File: src/hcpg_pkg.sv
// ---------------------------------------------------------------------------
// hcpg_pkg: shared types and constants of the Hermite curve point generator
// Request layout, controller command and status, Horner term and axis codes.
// ---------------------------------------------------------------------------
package hcpg_pkg;

   localparam int IN_W        = 16;  // point and tangent components
   localparam int STEPS_W     = 7;
   localparam int COLOR_W     = 24;
   localparam int COORD_BITS  = 16;  // saturated output coordinate
   localparam int COEF_W      = 20;  // holds c2 (up to 9 * 2^15) and c3
   localparam int INT_W       = 22;  // integer part of the Horner accumulator
   localparam int REQ_TDATA_W = 160;
   localparam int RSP_TDATA_W = 56;

   // first member is the most significant: x_start lands in the low bits
   typedef struct packed {
      logic [COLOR_W-1:0]      color;
      logic [STEPS_W-1:0]      steps;
      logic signed [IN_W-1:0]  y_tangent_end;
      logic signed [IN_W-1:0]  x_tangent_end;
      logic signed [IN_W-1:0]  y_end;
      logic signed [IN_W-1:0]  x_end;
      logic signed [IN_W-1:0]  y_tangent_start;
      logic signed [IN_W-1:0]  x_tangent_start;
      logic signed [IN_W-1:0]  y_start;
      logic signed [IN_W-1:0]  x_start;
   } hcpg_req_type;

   localparam int REQ_W = $bits(hcpg_req_type);

   typedef enum logic [1:0] {
      TERM_C2 = 2'd0,
      TERM_C1 = 2'd1,
      TERM_C0 = 2'd2
   } hcpg_term_type;

   typedef enum logic {
      AXIS_X = 1'b0,
      AXIS_Y = 1'b1
   } hcpg_axis_type;

   typedef struct packed {
      logic          load;      // capture request, compute coefficients
      logic          div_step;  // one quotient bit of t
      logic          h_init;    // h = c3 * 2^F
      logic          mul_lo;    // product of low fraction and t
      logic          mul_hi;    // product of integer part and t
      logic          acc;       // add partial products and next term
      hcpg_term_type term;
      hcpg_axis_type axis;
      logic          round;     // round and saturate into the axis result
      logic          emit;      // load output register, advance k
   } hcpg_cmd_type;

   typedef struct packed {
      logic out_free;
      logic last_point;
   } hcpg_sts_type;

endpackage

File: src/hcpg_ctrl.sv
// ---------------------------------------------------------------------------
// hcpg_ctrl: sequencer of the Hermite curve point generator
// Steps the divider, then three Horner steps per axis, then hands off a point.
// ---------------------------------------------------------------------------
module hcpg_ctrl #(
   parameter int FRACTION_BITS = 16
) (
   input  logic                 clock,
   input  logic                 reset,
   input  logic                 req_tvalid,
   output logic                 req_tready,
   output hcpg_pkg::hcpg_cmd_type cmd,
   input  hcpg_pkg::hcpg_sts_type sts
);
   import hcpg_pkg::*;

   localparam int CNT_W = $clog2(FRACTION_BITS);

   typedef enum logic [2:0] {
      S_IDLE, S_DIV, S_INIT, S_MLO, S_MHI, S_ACC, S_RND, S_OUT
   } state_type;

   state_type     state_ff, state_in;
   logic [CNT_W-1:0] cnt_ff, cnt_in;
   hcpg_term_type term_ff, term_in;
   hcpg_axis_type axis_ff, axis_in;

   always_comb begin
      state_in = state_ff;
      cnt_in   = cnt_ff;
      term_in  = term_ff;
      axis_in  = axis_ff;
      cmd      = '0;
      cmd.term = term_ff;
      cmd.axis = axis_ff;
      unique case (state_ff)
         S_IDLE: begin
            if (req_tvalid) begin
               cmd.load = 1'b1;
               cnt_in   = '0;
               state_in = S_DIV;
            end
         end
         S_DIV: begin
            cmd.div_step = 1'b1;
            cnt_in       = cnt_ff + CNT_W'(1);
            if (cnt_ff == CNT_W'(FRACTION_BITS - 1)) begin
               axis_in  = AXIS_X;
               state_in = S_INIT;
            end
         end
         S_INIT: begin
            cmd.h_init = 1'b1;
            term_in    = TERM_C2;
            state_in   = S_MLO;
         end
         S_MLO: begin
            cmd.mul_lo = 1'b1;
            state_in   = S_MHI;
         end
         S_MHI: begin
            cmd.mul_hi = 1'b1;
            state_in   = S_ACC;
         end
         S_ACC: begin
            cmd.acc = 1'b1;
            if (term_ff == TERM_C0) begin
               state_in = S_RND;
            end else begin
               term_in  = (term_ff == TERM_C2) ? TERM_C1 : TERM_C0;
               state_in = S_MLO;
            end
         end
         S_RND: begin
            cmd.round = 1'b1;
            if (axis_ff == AXIS_X) begin
               axis_in  = AXIS_Y;
               state_in = S_INIT;
            end else begin
               state_in = S_OUT;
            end
         end
         S_OUT: begin
            if (sts.out_free) begin
               cmd.emit = 1'b1;
               cnt_in   = '0;
               state_in = sts.last_point ? S_IDLE : S_DIV;
            end
         end
         default: state_in = S_IDLE;
      endcase
   end

   assign req_tready = (state_ff == S_IDLE);

   always_ff @(posedge clock) begin
      if (reset) begin
         state_ff <= S_IDLE;
         cnt_ff   <= '0;
         term_ff  <= TERM_C2;
         axis_ff  <= AXIS_X;
      end else begin
         state_ff <= state_in;
         cnt_ff   <= cnt_in;
         term_ff  <= term_in;
         axis_ff  <= axis_in;
      end
   end

endmodule

File: src/hcpg_datapath.sv
// ---------------------------------------------------------------------------
// hcpg_datapath: arithmetic of the Hermite curve point generator
// Coefficients, bit-serial t divider, shared Horner multiplier, output register.
// ---------------------------------------------------------------------------
module hcpg_datapath #(
   parameter int MAX_STEPS     = 64,
   parameter int FRACTION_BITS = 16
) (
   input  logic                          clock,
   input  logic                          reset,
   input  hcpg_pkg::hcpg_cmd_type        cmd,
   output hcpg_pkg::hcpg_sts_type        sts,
   input  hcpg_pkg::hcpg_req_type        req_item,
   input  logic                          rsp_tready,
   output logic                          rsp_tvalid,
   output logic                          rsp_tlast,
   output logic signed [hcpg_pkg::COORD_BITS-1:0] point_x,
   output logic signed [hcpg_pkg::COORD_BITS-1:0] point_y,
   output logic [hcpg_pkg::COLOR_W-1:0]  point_color
);
   import hcpg_pkg::*;

   localparam int F  = FRACTION_BITS;
   localparam int HW = INT_W + F;
   localparam int AW = (INT_W > F + 1) ? INT_W : F + 1;
   localparam int PW = AW + F + 1;
   localparam int KW = $clog2(MAX_STEPS + 1);
   localparam logic signed [HW-1:0] HALF = HW'(64'd1 << (F - 1));
   localparam logic signed [INT_W-1:0] SAT_HI = INT_W'((64'd1 << (COORD_BITS - 1)) - 1);
   localparam logic signed [INT_W-1:0] SAT_LO = -SAT_HI - INT_W'(1);

   function automatic logic signed [COEF_W-1:0] coef2(
      input logic signed [IN_W-1:0] p0, t0, p1, t1);
      logic signed [COEF_W-1:0] a, b, c, d;
      a = COEF_W'(p0);
      b = COEF_W'(t0);
      c = COEF_W'(p1);
      d = COEF_W'(t1);
      return (c + (c <<< 1)) - (a + (a <<< 1)) - (b <<< 1) - d;
   endfunction

   function automatic logic signed [COEF_W-1:0] coef3(
      input logic signed [IN_W-1:0] p0, t0, p1, t1);
      logic signed [COEF_W-1:0] a, b, c, d;
      a = COEF_W'(p0);
      b = COEF_W'(t0);
      c = COEF_W'(p1);
      d = COEF_W'(t1);
      return (a <<< 1) + b - (c <<< 1) + d;
   endfunction

   // per-axis curve data, index 0 is x
   logic signed [IN_W-1:0]   p0_ff [2];
   logic signed [IN_W-1:0]   t0_ff [2];
   logic signed [COEF_W-1:0] c2_ff [2];
   logic signed [COEF_W-1:0] c3_ff [2];
   logic [COLOR_W-1:0]       color_ff;
   logic [KW-1:0]            n_ff, k_ff;
   logic [KW:0]              rem_ff;
   logic [F-1:0]             q_ff;
   logic signed [HW-1:0]     h_ff;
   logic signed [PW-1:0]     prod_ff;
   logic [F-1:0]             frac_ff;
   logic signed [COORD_BITS-1:0] px_ff, py_ff;
   logic signed [COORD_BITS-1:0] out_x_ff, out_y_ff;
   logic [COLOR_W-1:0]       out_color_ff;
   logic                     out_last_ff, out_valid_ff;

   logic [KW-1:0]            n_clamp, k_next;
   logic [KW:0]              rem_dbl;
   logic                     rem_ge;
   logic signed [AW-1:0]     mul_a;
   logic signed [F:0]        mul_b;
   logic signed [PW-1:0]     mul_p;
   logic signed [COEF_W-1:0] term_val;
   logic signed [HW-1:0]     term_sh, acc_sum, rnd_sum;
   logic signed [INT_W-1:0]  rnd_int;
   logic signed [COORD_BITS-1:0] sat_val;

   // clamp the step count to 1..MAX_STEPS
   always_comb begin
      priority if (req_item.steps == '0) begin
         n_clamp = KW'(1);
      end else if (req_item.steps > STEPS_W'(MAX_STEPS)) begin
         n_clamp = KW'(MAX_STEPS);
      end else begin
         n_clamp = KW'(req_item.steps);
      end
   end

   assign k_next  = k_ff + KW'(1);
   assign rem_dbl = {rem_ff[KW-1:0], 1'b0};
   assign rem_ge  = rem_dbl >= {1'b0, n_ff};

   // shared multiplier: unsigned low fraction or signed integer part, times t
   assign mul_a = cmd.mul_lo ? AW'($signed({1'b0, h_ff[F-1:0]}))
                             : AW'($signed(h_ff[HW-1:F]));
   assign mul_b = $signed({1'b0, q_ff});
   assign mul_p = mul_a * mul_b;

   always_comb begin
      unique case (cmd.term)
         TERM_C2: term_val = c2_ff[cmd.axis];
         TERM_C1: term_val = COEF_W'(t0_ff[cmd.axis]);
         TERM_C0: term_val = COEF_W'(p0_ff[cmd.axis]);
         default: term_val = COEF_W'(p0_ff[cmd.axis]);
      endcase
   end

   assign term_sh = {INT_W'(term_val), {F{1'b0}}};
   assign acc_sum = HW'(prod_ff) + HW'($signed({1'b0, frac_ff})) + term_sh;
   assign rnd_sum = h_ff + HALF;
   assign rnd_int = rnd_sum[HW-1:F];

   always_comb begin
      priority if (rnd_int > SAT_HI) begin
         sat_val = COORD_BITS'(SAT_HI);
      end else if (rnd_int < SAT_LO) begin
         sat_val = COORD_BITS'(SAT_LO);
      end else begin
         sat_val = COORD_BITS'(rnd_int);
      end
   end

   always_ff @(posedge clock) begin
      if (cmd.load) begin
         p0_ff[0] <= req_item.x_start;
         p0_ff[1] <= req_item.y_start;
         t0_ff[0] <= req_item.x_tangent_start;
         t0_ff[1] <= req_item.y_tangent_start;
         c2_ff[0] <= coef2(req_item.x_start, req_item.x_tangent_start,
                           req_item.x_end, req_item.x_tangent_end);
         c2_ff[1] <= coef2(req_item.y_start, req_item.y_tangent_start,
                           req_item.y_end, req_item.y_tangent_end);
         c3_ff[0] <= coef3(req_item.x_start, req_item.x_tangent_start,
                           req_item.x_end, req_item.x_tangent_end);
         c3_ff[1] <= coef3(req_item.y_start, req_item.y_tangent_start,
                           req_item.y_end, req_item.y_tangent_end);
         color_ff <= req_item.color;
         n_ff     <= n_clamp;
         k_ff     <= '0;
         rem_ff   <= '0;
      end
      if (cmd.div_step) begin
         rem_ff <= rem_ge ? rem_dbl - {1'b0, n_ff} : rem_dbl;
         q_ff   <= {q_ff[F-2:0], rem_ge};
      end
      if (cmd.h_init) begin
         h_ff <= {INT_W'(c3_ff[cmd.axis]), {F{1'b0}}};
      end
      if (cmd.mul_lo) begin
         prod_ff <= mul_p;
      end
      if (cmd.mul_hi) begin
         frac_ff <= prod_ff[2*F-1:F];
         prod_ff <= mul_p;
      end
      if (cmd.acc) begin
         h_ff <= acc_sum;
      end
      if (cmd.round) begin
         if (cmd.axis == AXIS_X) begin
            px_ff <= sat_val;
         end else begin
            py_ff <= sat_val;
         end
      end
      if (cmd.emit) begin
         out_x_ff     <= px_ff;
         out_y_ff     <= py_ff;
         out_color_ff <= color_ff;
         out_last_ff  <= (k_next == n_ff);
         k_ff         <= k_next;
         rem_ff       <= {1'b0, k_next};
      end
   end

   always_ff @(posedge clock) begin
      if (reset) begin
         out_valid_ff <= 1'b0;
      end else if (cmd.emit) begin
         out_valid_ff <= 1'b1;
      end else if (rsp_tready) begin
         out_valid_ff <= 1'b0;
      end
   end

   assign sts.out_free   = !out_valid_ff || rsp_tready;
   assign sts.last_point = (k_next == n_ff);

   assign rsp_tvalid  = out_valid_ff;
   assign rsp_tlast   = out_last_ff;
   assign point_x     = out_x_ff;
   assign point_y     = out_y_ff;
   assign point_color = out_color_ff;

endmodule

File: src/hermite_curve_point_generator_unit.sv
// The one-bit-per-cycle divider for t and the single shared multiplier set the
//   pace; the multiplier runs three Horner steps of two products each per axis.
// A new request is taken only after the previous request's final point is handed off.
// Reset: synchronous, active high; clears the sequencer and the output valid.
// ---------------------------------------------------------------------------
// hermite_curve_point_generator_unit: cubic Hermite curve point generator
// Takes one 2D Hermite segment per request and streams its points, each at
// t = floor(k * 2^F / steps), evaluated by Horner in fixed point, rounded
// half up and saturated to 16-bit signed, with the color passed through.
// ---------------------------------------------------------------------------
module hermite_curve_point_generator_unit #(
   parameter int MAX_STEPS     = 64,  // 1 to 64
   parameter int FRACTION_BITS = 16   // 8 to 24
) (
   input  logic                                 clock,
   input  logic                                 reset,
   // x_start[15:0], y_start[31:16], x_tangent_start[47:32],
   // y_tangent_start[63:48], x_end[79:64], y_end[95:80],
   // x_tangent_end[111:96], y_tangent_end[127:112], steps[134:128],
   // color[158:135], zero pad[159]
   input  logic [hcpg_pkg::REQ_TDATA_W-1:0]     req_tdata,
   input  logic                                 req_tvalid,
   output logic                                 req_tready,
   // point_x[15:0], point_y[31:16], point_color[55:32]
   output logic [hcpg_pkg::RSP_TDATA_W-1:0]     rsp_tdata,
   output logic                                 rsp_tlast,
   output logic                                 rsp_tvalid,
   input  logic                                 rsp_tready
);
   import hcpg_pkg::*;

   hcpg_cmd_type             cmd;
   hcpg_sts_type             sts;
   hcpg_req_type             req_item;
   logic signed [COORD_BITS-1:0] point_x, point_y;
   logic [COLOR_W-1:0]       point_color;

   // unpack the request; the pad bit above the color is dropped
   assign req_item = hcpg_req_type'(req_tdata[REQ_W-1:0]);

   // sequencer: idle, divide for t, Horner per axis, hand off the point
   hcpg_ctrl #(
      .FRACTION_BITS (FRACTION_BITS)
   ) u_ctrl (
      .clock      (clock),
      .reset      (reset),
      .req_tvalid (req_tvalid),
      .req_tready (req_tready),
      .cmd        (cmd),
      .sts        (sts)
   );

   // datapath: coefficients, divider, shared multiplier, output register.
   // The output register lets the next point (or the next request) proceed
   // while the previous point waits for the downstream side.
   hcpg_datapath #(
      .MAX_STEPS     (MAX_STEPS),
      .FRACTION_BITS (FRACTION_BITS)
   ) u_datapath (
      .clock       (clock),
      .reset       (reset),
      .cmd         (cmd),
      .sts         (sts),
      .req_item    (req_item),
      .rsp_tready  (rsp_tready),
      .rsp_tvalid  (rsp_tvalid),
      .rsp_tlast   (rsp_tlast),
      .point_x     (point_x),
      .point_y     (point_y),
      .point_color (point_color)
   );

   // pack the result; the fields fill 56 bits exactly
   assign rsp_tdata = {point_color, point_y, point_x};

   // a taken request keeps the unit busy for at least the divider pass
   a_busy_after_req : assert property (@(posedge clock) disable iff (reset)
      req_tvalid && req_tready |=> !req_tready)
      else $error("request taken while previous curve still in progress");

   // a point is only loaded when the output register can take it
   a_emit_room : assert property (@(posedge clock) disable iff (reset)
      cmd.emit |-> sts.out_free)
      else $error("point loaded over an unaccepted result");

   // handing off the final point returns the unit to idle
   a_idle_after_last : assert property (@(posedge clock) disable iff (reset)
      cmd.emit && sts.last_point |=> req_tready && rsp_tvalid && rsp_tlast)
      else $error("unit not idle after the final point");

endmodule
File: config.mk
export PLATFORM = sky130hd
export DESIGN_NAME = hermite_curve_point_generator_unit
export DESIGN_NICKNAME = d
export VERILOG_FILES = /design/src/hcpg_pkg.sv /design/src/hcpg_ctrl.sv /design/src/hcpg_datapath.sv /design/src/hermite_curve_point_generator_unit.sv
export SDC_FILE = /design/constraint.sdc
export NUM_CORES = 2
export LEC_CHECK = 0
export BUFFER_PORTS_ARGS = -buffer_cell sky130_fd_sc_hd__buf_2
export CAP_MARGIN = 25
export CELL_PAD_IN_SITES_DETAIL_PLACEMENT = 0
export CELL_PAD_IN_SITES_GLOBAL_PLACEMENT = 1
export CORE_ASPECT_RATIO = 1.1
export CORE_UTILIZATION = 54
export CTS_CLUSTER_DIAMETER = 40
export DETAILED_ROUTE_END_ITERATION = 8
export PLACE_DENSITY = 0.92
export SLEW_MARGIN = 20
export SYNTH_ARGS = -nofsm -noshare
export SYNTH_HDL_FRONTEND = slang
export SYNTH_SLANG_ARGS = --single-unit
File: constraint.sdc
create_clock -name clock -period 20.4 [get_ports clock]
set_input_delay 1.02 -clock clock [delete_from_list [all_inputs] [get_ports clock]]
set_output_delay 1.02 -clock clock [all_outputs]
set_load 0.02 [all_outputs]
# Word level (Yosys, flattened, before mapping)
# Memories as Yosys holds them, arrays and structs flattened. A register that Yosys moved wholly into a read port is not among the register bits.
# Cells that the tools add are included.
# word_totals
ff_bits,253
ramBits,144
wordCells,139
n_memories,4
# memory_table
name,words,width,rd,rd_clocked_by_memory_dff,wr,line,rtl
u_datapath.c2_ff,2,20,1,1,2,hcpg_datapath.sv:55,logic signed [COEF_W-1:0] c2_ff [2];
u_datapath.c3_ff,2,20,1,1,2,hcpg_datapath.sv:56,logic signed [COEF_W-1:0] c3_ff [2];
u_datapath.p0_ff,2,16,1,1,2,hcpg_datapath.sv:53,logic signed [IN_W-1:0] p0_ff [2];
u_datapath.t0_ff,2,16,1,1,2,hcpg_datapath.sv:54,logic signed [IN_W-1:0] t0_ff [2];
# op_classes
add_sub_neg,22
n_mul,1
magnitude_cmp,4
eq_ne,15
muxes,52
bitwise_logic,1
reduce_logical,20
# op_table
operator,count
38-bit two-way mux,4
16-bit by 17-bit adder with 18-bit output,4
7-bit two-way mux,7
20-bit by 16-bit adder with 20-bit output,2
20-bit one-hot mux with 2 select lines,1
20-bit by 16-bit subtractor with 20-bit output,2
20-bit by 17-bit subtractor with 20-bit output,2
20-bit subtractor,2
38-bit by 17-bit adder with 38-bit output,1
38-bit by 17-bit adder with 38-bit output (second input constant),1
38-bit by 36-bit adder with 38-bit output,1
22-bit by 17-bit multiplier with 38-bit output,1
18-bit by 17-bit subtractor with 19-bit output,2
17-bit by 16-bit adder with 18-bit output,2
16-bit two-way mux,2
1-bit two-way mux,24
3-bit one-hot mux with 8 select lines,1
22-bit by 16-bit greater-than comparator with 1-bit output (second input constant),1
22-bit by 16-bit < comparator with 1-bit output (second input constant),1
22-bit two-way mux,1
3-bit two-way mux,5
3-bit equality test (second input constant),4
4-bit one-hot mux with 3 select lines,1
2-bit nonzero test,6
other kinds (27),37

# Longest topological paths before layout
# depth
ltp_word,6
mapped_depth,30
ltp_nobuf,26

# By module
# From an unflattened synthesis, not the netlist that was laid out.
# hier_totals
cells_unflattened,3431
hier_area_um2,37659.9
# by_module_without_submodules
mod,n_inst,cells_each,area_per_inst_um2
hcpg_datapath,1,3349,36998.0
hcpg_ctrl,1,82,661.9

# Worst setup path before layout
# Ideal clock, no wire load.
# synth_timing
path_type,register -> register
from,reg u_ctrl.state_ff[0]
to,"reg u_datapath.prod_ff[37], data pin"
setup_ns,0.259
arrival_ns,7.100
path_slack_ns,13.041
path_stages_with_launch,28
path_buffers,4
synth_period_minus_slack_ns,7.359
path_cell_list,dfxtp_1 clkbuf_1 inv_1 or2_2 clkbuf_1 buf_1 mux2_2 clkbuf_1 nand2_1 fa_1 inv_1 fa_1 fa_1 fa_1 fa_1 inv_1 fa_1 inv_1 ha_1 a21oi_1 o21ai_0 a221o_1 a21oi_1 o21ai_0 a31o_2 a211oi_1 nor2_1 a211o_1
# synth_between
elab_chain_cells,6
word_cells_on_any_way,8
cone_classes,mul: 1; eq/ne: 2; mux: 5
# synth_lines
item,line,rtl
from (decl),hcpg_ctrl.sv:23,"state_type state_ff, state_in;"
from (signal assigned),hcpg_ctrl.sv:103,state_ff <= state_in;
3-bit by 2-bit equality test with 1-bit output (*),hcpg_ctrl.sv:36,unique case (state_ff)
1-bit two-way mux (*),hcpg_ctrl.sv:36,
22-bit two-way mux (*),hcpg_datapath.sv:96,"assign mul_a = cmd.mul_lo ? AW'($signed({1'b0, h_ff[F-1:0]}))"
22-bit by 17-bit multiplier with 38-bit output (*),hcpg_datapath.sv:99,assign mul_p = mul_a * mul_b;
via u_datapath.mul_p[37],hcpg_datapath.sv:74,logic signed [PW-1:0] mul_p;
38-bit two-way mux,hcpg_datapath.sv:151,if (cmd.mul_lo) begin
38-bit two-way mux (*),hcpg_datapath.sv:154,if (cmd.mul_hi) begin
to (signal assigned),hcpg_datapath.sv:152,prod_ff <= mul_p;
to (signal assigned),hcpg_datapath.sv:156,prod_ff <= mul_p;
to (decl),hcpg_datapath.sv:62,logic signed [PW-1:0] prod_ff;
# Mark *: on every way through the listed nets, which the timed path passes. The rest lies on a longest branch. The select of a mux whose other input is x is not followed.
# A chain may end at the register's enable or synchronous reset.

# Worst setup path in the final report
# Ends and elaborated chain as after synthesis.

==> flow_summary_export.csv <==
group,metric,value,unit
yosys,synth_compound_area_share,9.948,%
global_route,grt_remaining_overflow,0,
sta,rsz0062_at_grt,"false",
critical_path,crit_path_start_kind,"register",
yosys,synth_adder_area_share,32.85,%
sta,setup-tns-final,0,ns
clock_tree,post_cts_resized,0,
drt,vias_per_cell,5.535,
drt,drc_errors,0,
yosys,synthMuxAreaShare,2.440,%
placed_design,place.detailed.hpwl,75.86,mm
yosys,synth_top_family_by_area,"adder cells",
clock_tree,cts_max_level,2,
yosys,synth_simple_gate_area_share,11.59,%
clock_tree,clock_sinks,398,
critical_path,critical-path-top-cell-by-count,"sky130_fd_sc_hd__fa_1",
yosys,ys_seq_elements,398,
critical_path,cp_data_required_time,20.79,ns
drt,detail_route.wl_per_cell,18.48,µm
yosys,post-synth-top-count-cell,"sky130_fd_sc_hd__inv_1",
floorplanning,row_count,103,
yosys,synthesized_netlist_cell_count,3892,
critical_path,end_kind,"register",
global_route,grt_pass1_vias,29390,
critical_path,crit_path_top_delay_cell,"sky130_fd_sc_hd__dfxtp_1",
floorplanning,initial_core_util,54.91,%
placed_design,gp_congestion,0.9020,
layout,filler_cell_count,5974,
yosys,synthesis.area,39630,µm²
yosys,share_of_the_synthesized_netlist_area_taken_by_xor_and_xnor_gates,5.238,%
flow_run,timing.max_cap.violations,0,
critical_path,worst-setup-path-type,"reg2reg",
floorplanning,design.portCount,223,
clock_tree,clock_tree_from_tritoncts,"yes",
clock_tree,clock_insertion_delay_worst_skew,0.63,ns
sta,timing.final.hold_violations,0,
floorplanning,design.die.area,74480,µm²
global_route,grt_first_pass_wirelength,152.0,mm
yosys,seq_area_frac_synth,29.85,%
yosys,synth_nets,4823,
layout,num-nets-final,5025,
clock_tree,cts_hold_repair.buffers,0,
layout,area_growth,10.90,%
yosys,netlist_top_cells_count,"sky130_fd_sc_hd__inv_1 (750), sky130_fd_sc_hd__fa_1 (456), sky130_fd_sc_hd__edfxtp_1 (386)",
yosys,ys_types,74,
critical_path,worst_reg2reg_startpoint,"u_ctrl.state_ff[0]",
critical_path,critPathMaxStageDelay,0.76,ns
layout,layout-drive-gt1-share,10.28,%
yosys,async_reset_ff_share,0,%
yosys,synth_area_leader_cell,"sky130_fd_sc_hd__edfxtp_1",
floorplanning,core_area,72170,µm²
drt,initialDrtViolationCount,1831,
floorplanning,vertical_extent_of_the_die,286.1,µm
drt,first_pass_iteration_count_of_the_detailed_router,7,
sta,min_period,8.577,ns
clock_tree,cts.clk_slew.worst_paths,0.06,ns
clock_tree,cts_buffers,61,
clock_tree,post_cts_buffers,0,
sta,final_max_slew_viol_count,0,
global_route,grt_start_max_net_pins,101,
yosys,yosysTopAreaCellShare,29.25,%
placed_design,port_buffers,221,
yosys,synth-warning-count,0,
drt,totalWireLength,94.15,mm
critical_path,critPathArrivalTime,8.96,ns
clock_tree,cts_max_path_buffers,3,
sta,fmax,0.1166,GHz
critical_path,critical_path.max_fanout,58,
clock_tree,clockRootBuffer,"sky130_fd_sc_hd__clkbuf_16",
sta,worst_pin_slew,1.070,ns
yosys,syn_area_per_cell,10.18,µm²
yosys,synthTopCellsByArea,"sky130_fd_sc_hd__edfxtp_1 (29%), sky130_fd_sc_hd__fa_1 (23%), sky130_fd_sc_hd__ha_1 (9.8%), sky130_fd_sc_hd__inv_1 (7.1%), sky130_fd_sc_hd__xnor2_1 (3.7%)",
hold_path,holdCritPathClass,"reg2reg",
global_route,grt_use_total,26.11,%
run_status,status,"completed",
sta,worst_slew_margin_rel,28.67,%
yosys,number_of_enable_flip_flop_cells_after_synthesis,386,
sta,final_skew,0.02134,ns
hold_path,hold_start,"u_datapath.color_ff[16]",
floorplanning,chipWidth,260.3,µm
sta,setup-violations-final,0,
critical_path,setup.worst_path.start,"u_ctrl.state_ff[0]",
global_route,initial_antenna_violation_count,15,
sta,min_period_over_period,42.04,%
drt,vias,28200,
drt,drtAntennaViolNets,0,
yosys,ys.flop_type,"sky130_fd_sc_hd__edfxtp_1",
area by class of cell:
type	instances	area, µm²	share of cell area, %
inverter	750	2820	6.417
tap	945	1182	2.690
sequential	398	11840	26.93
antenna	4	10.01	0.02277
clock buffer	63	1534	3.490
timing repair buffer	241	1304	2.966
multi-input combinational	2642	24620	56.03
clock inverter	51	641.9	1.460
final timing paths:
check                               end  slack, ns  cells after the start
max              u_datapath.prod_ff[37]      11.82                     25
min          u_datapath.point_color[16]       0.42                      0
max reg2reg      u_datapath.prod_ff[37]      11.82                     25
min reg2reg  u_datapath.point_color[16]       0.42                      0
flip-flops by register name, summed over array words and instances, names as in the netlist, named ones only:
| register | cells |
|---|---|
| u_datapath.c2_ff | 40 |
| u_datapath.c3_ff | 40 |
| u_datapath.h_ff | 38 |
| u_datapath.prod_ff | 38 |
| u_datapath.p0_ff | 32 |
| u_datapath.t0_ff | 32 |
| u_datapath.color_ff | 24 |
| u_datapath.point_color | 24 |
| u_datapath.frac_ff | 16 |
| u_datapath.point_x | 16 |
| u_datapath.point_y | 16 |
| u_datapath.px_ff | 16 |
| u_datapath.py_ff | 16 |
| u_datapath.q_ff | 16 |
| u_datapath.k_ff | 7 |
| u_datapath.n_ff | 7 |
| u_datapath.rem_ff | 7 |
| u_ctrl.cnt_ff | 4 |
| u_ctrl.state_ff | 3 |
| u_ctrl.term_ff | 2 |
| u_ctrl.axis_ff | 1 |
| u_datapath.rsp_tlast | 1 |
| u_datapath.rsp_tvalid | 1 |
placed cells by master, fill, tap and decap left out, types with 37 or more instances in the layout:
master | Yosys | final
sky130_fd_sc_hd__buf_2 | 2 | 221
sky130_fd_sc_hd__nand2_1 | 341 | 341
sky130_fd_sc_hd__a211oi_1 | 38 | 38
sky130_fd_sc_hd__edfxtp_1 | 386 | 386
sky130_fd_sc_hd__and3_1 | 72 | 72
sky130_fd_sc_hd__ha_1 | 311 | 311
sky130_fd_sc_hd__inv_1 | 750 | 748
sky130_fd_sc_hd__xnor2_1 | 166 | 166
sky130_fd_sc_hd__a21o_1 | 70 | 70
sky130_fd_sc_hd__o21ai_0 | 130 | 128
sky130_fd_sc_hd__nand3_1 | 56 | 56
sky130_fd_sc_hd__nor2_1 | 145 | 144
sky130_fd_sc_hd__clkbuf_16 | 0 | 61
sky130_fd_sc_hd__nor2b_1 | 37 | 37
sky130_fd_sc_hd__fa_1 | 456 | 456
sky130_fd_sc_hd__xor2_1 | 71 | 71
sky130_fd_sc_hd__a21oi_1 | 188 | 188
sky130_fd_sc_hd__and2_1 | 126 | 126
sky130_fd_sc_hd__nor3_1 | 67 | 67
sky130_fd_sc_hd__mux2i_1 | 37 | 37
logic make-up after synthesis:
group,count (synthesis)
compound gates,616
simple gates,947
fa+ha+maj,767
xor+xnor,237
buf+inv,852
flops,398
mux,75
per-stage QoR:
| step | instance area [µm²] | cells | setup slack, ns | hold WS [ns] | util (%) |
|---|---|---|---|---|---|
| 5_1_grt | 43950 | 5094 | 11.39 | 0.4163 | 60.90 |
| 3_5_place_dp | 41740 | 4975 | 11.91 | 0.4045 | 57.83 |
| 2_1_floorplan | 39630 | 3892 | 13.04 | 0.4003 | - |
| 3_3_place_gp | 41690 | 4972 | 12.03 | 0.4010 | 57.76 |
| 6_report | 43950 | 5094 | 11.82 | 0.4158 | 60.90 |
| 4_1_cts | 43910 | 5089 | 11.89 | 0.4185 | 60.85 |
metal layers:
layer,share of wire [%],GRT usage (%),up-vias
met5,0.15,0,-
met4,3.1,8.684,20
met3,4.9,3.674,197
met2,52,46.78,705
met1,40,32.20,13990
li1,-,-,13280
critical path: cells and delay by family (launching register included):
family | cells | cell delay [ns]
AND/OR/NAND/NOR | 3 | 0.74
multiplexers | 1 | 0.53
buffers and inverters | 6 | 0.77
flip-flops | 1 | 0.76
AO/OA/AOI/OAI | 8 | 2.07
adder cells (fa/ha/maj) | 7 | 3.42
Power is not shown: default switching activity piles up to over one toggle a cycle in this logic, so the estimate is an artifact.
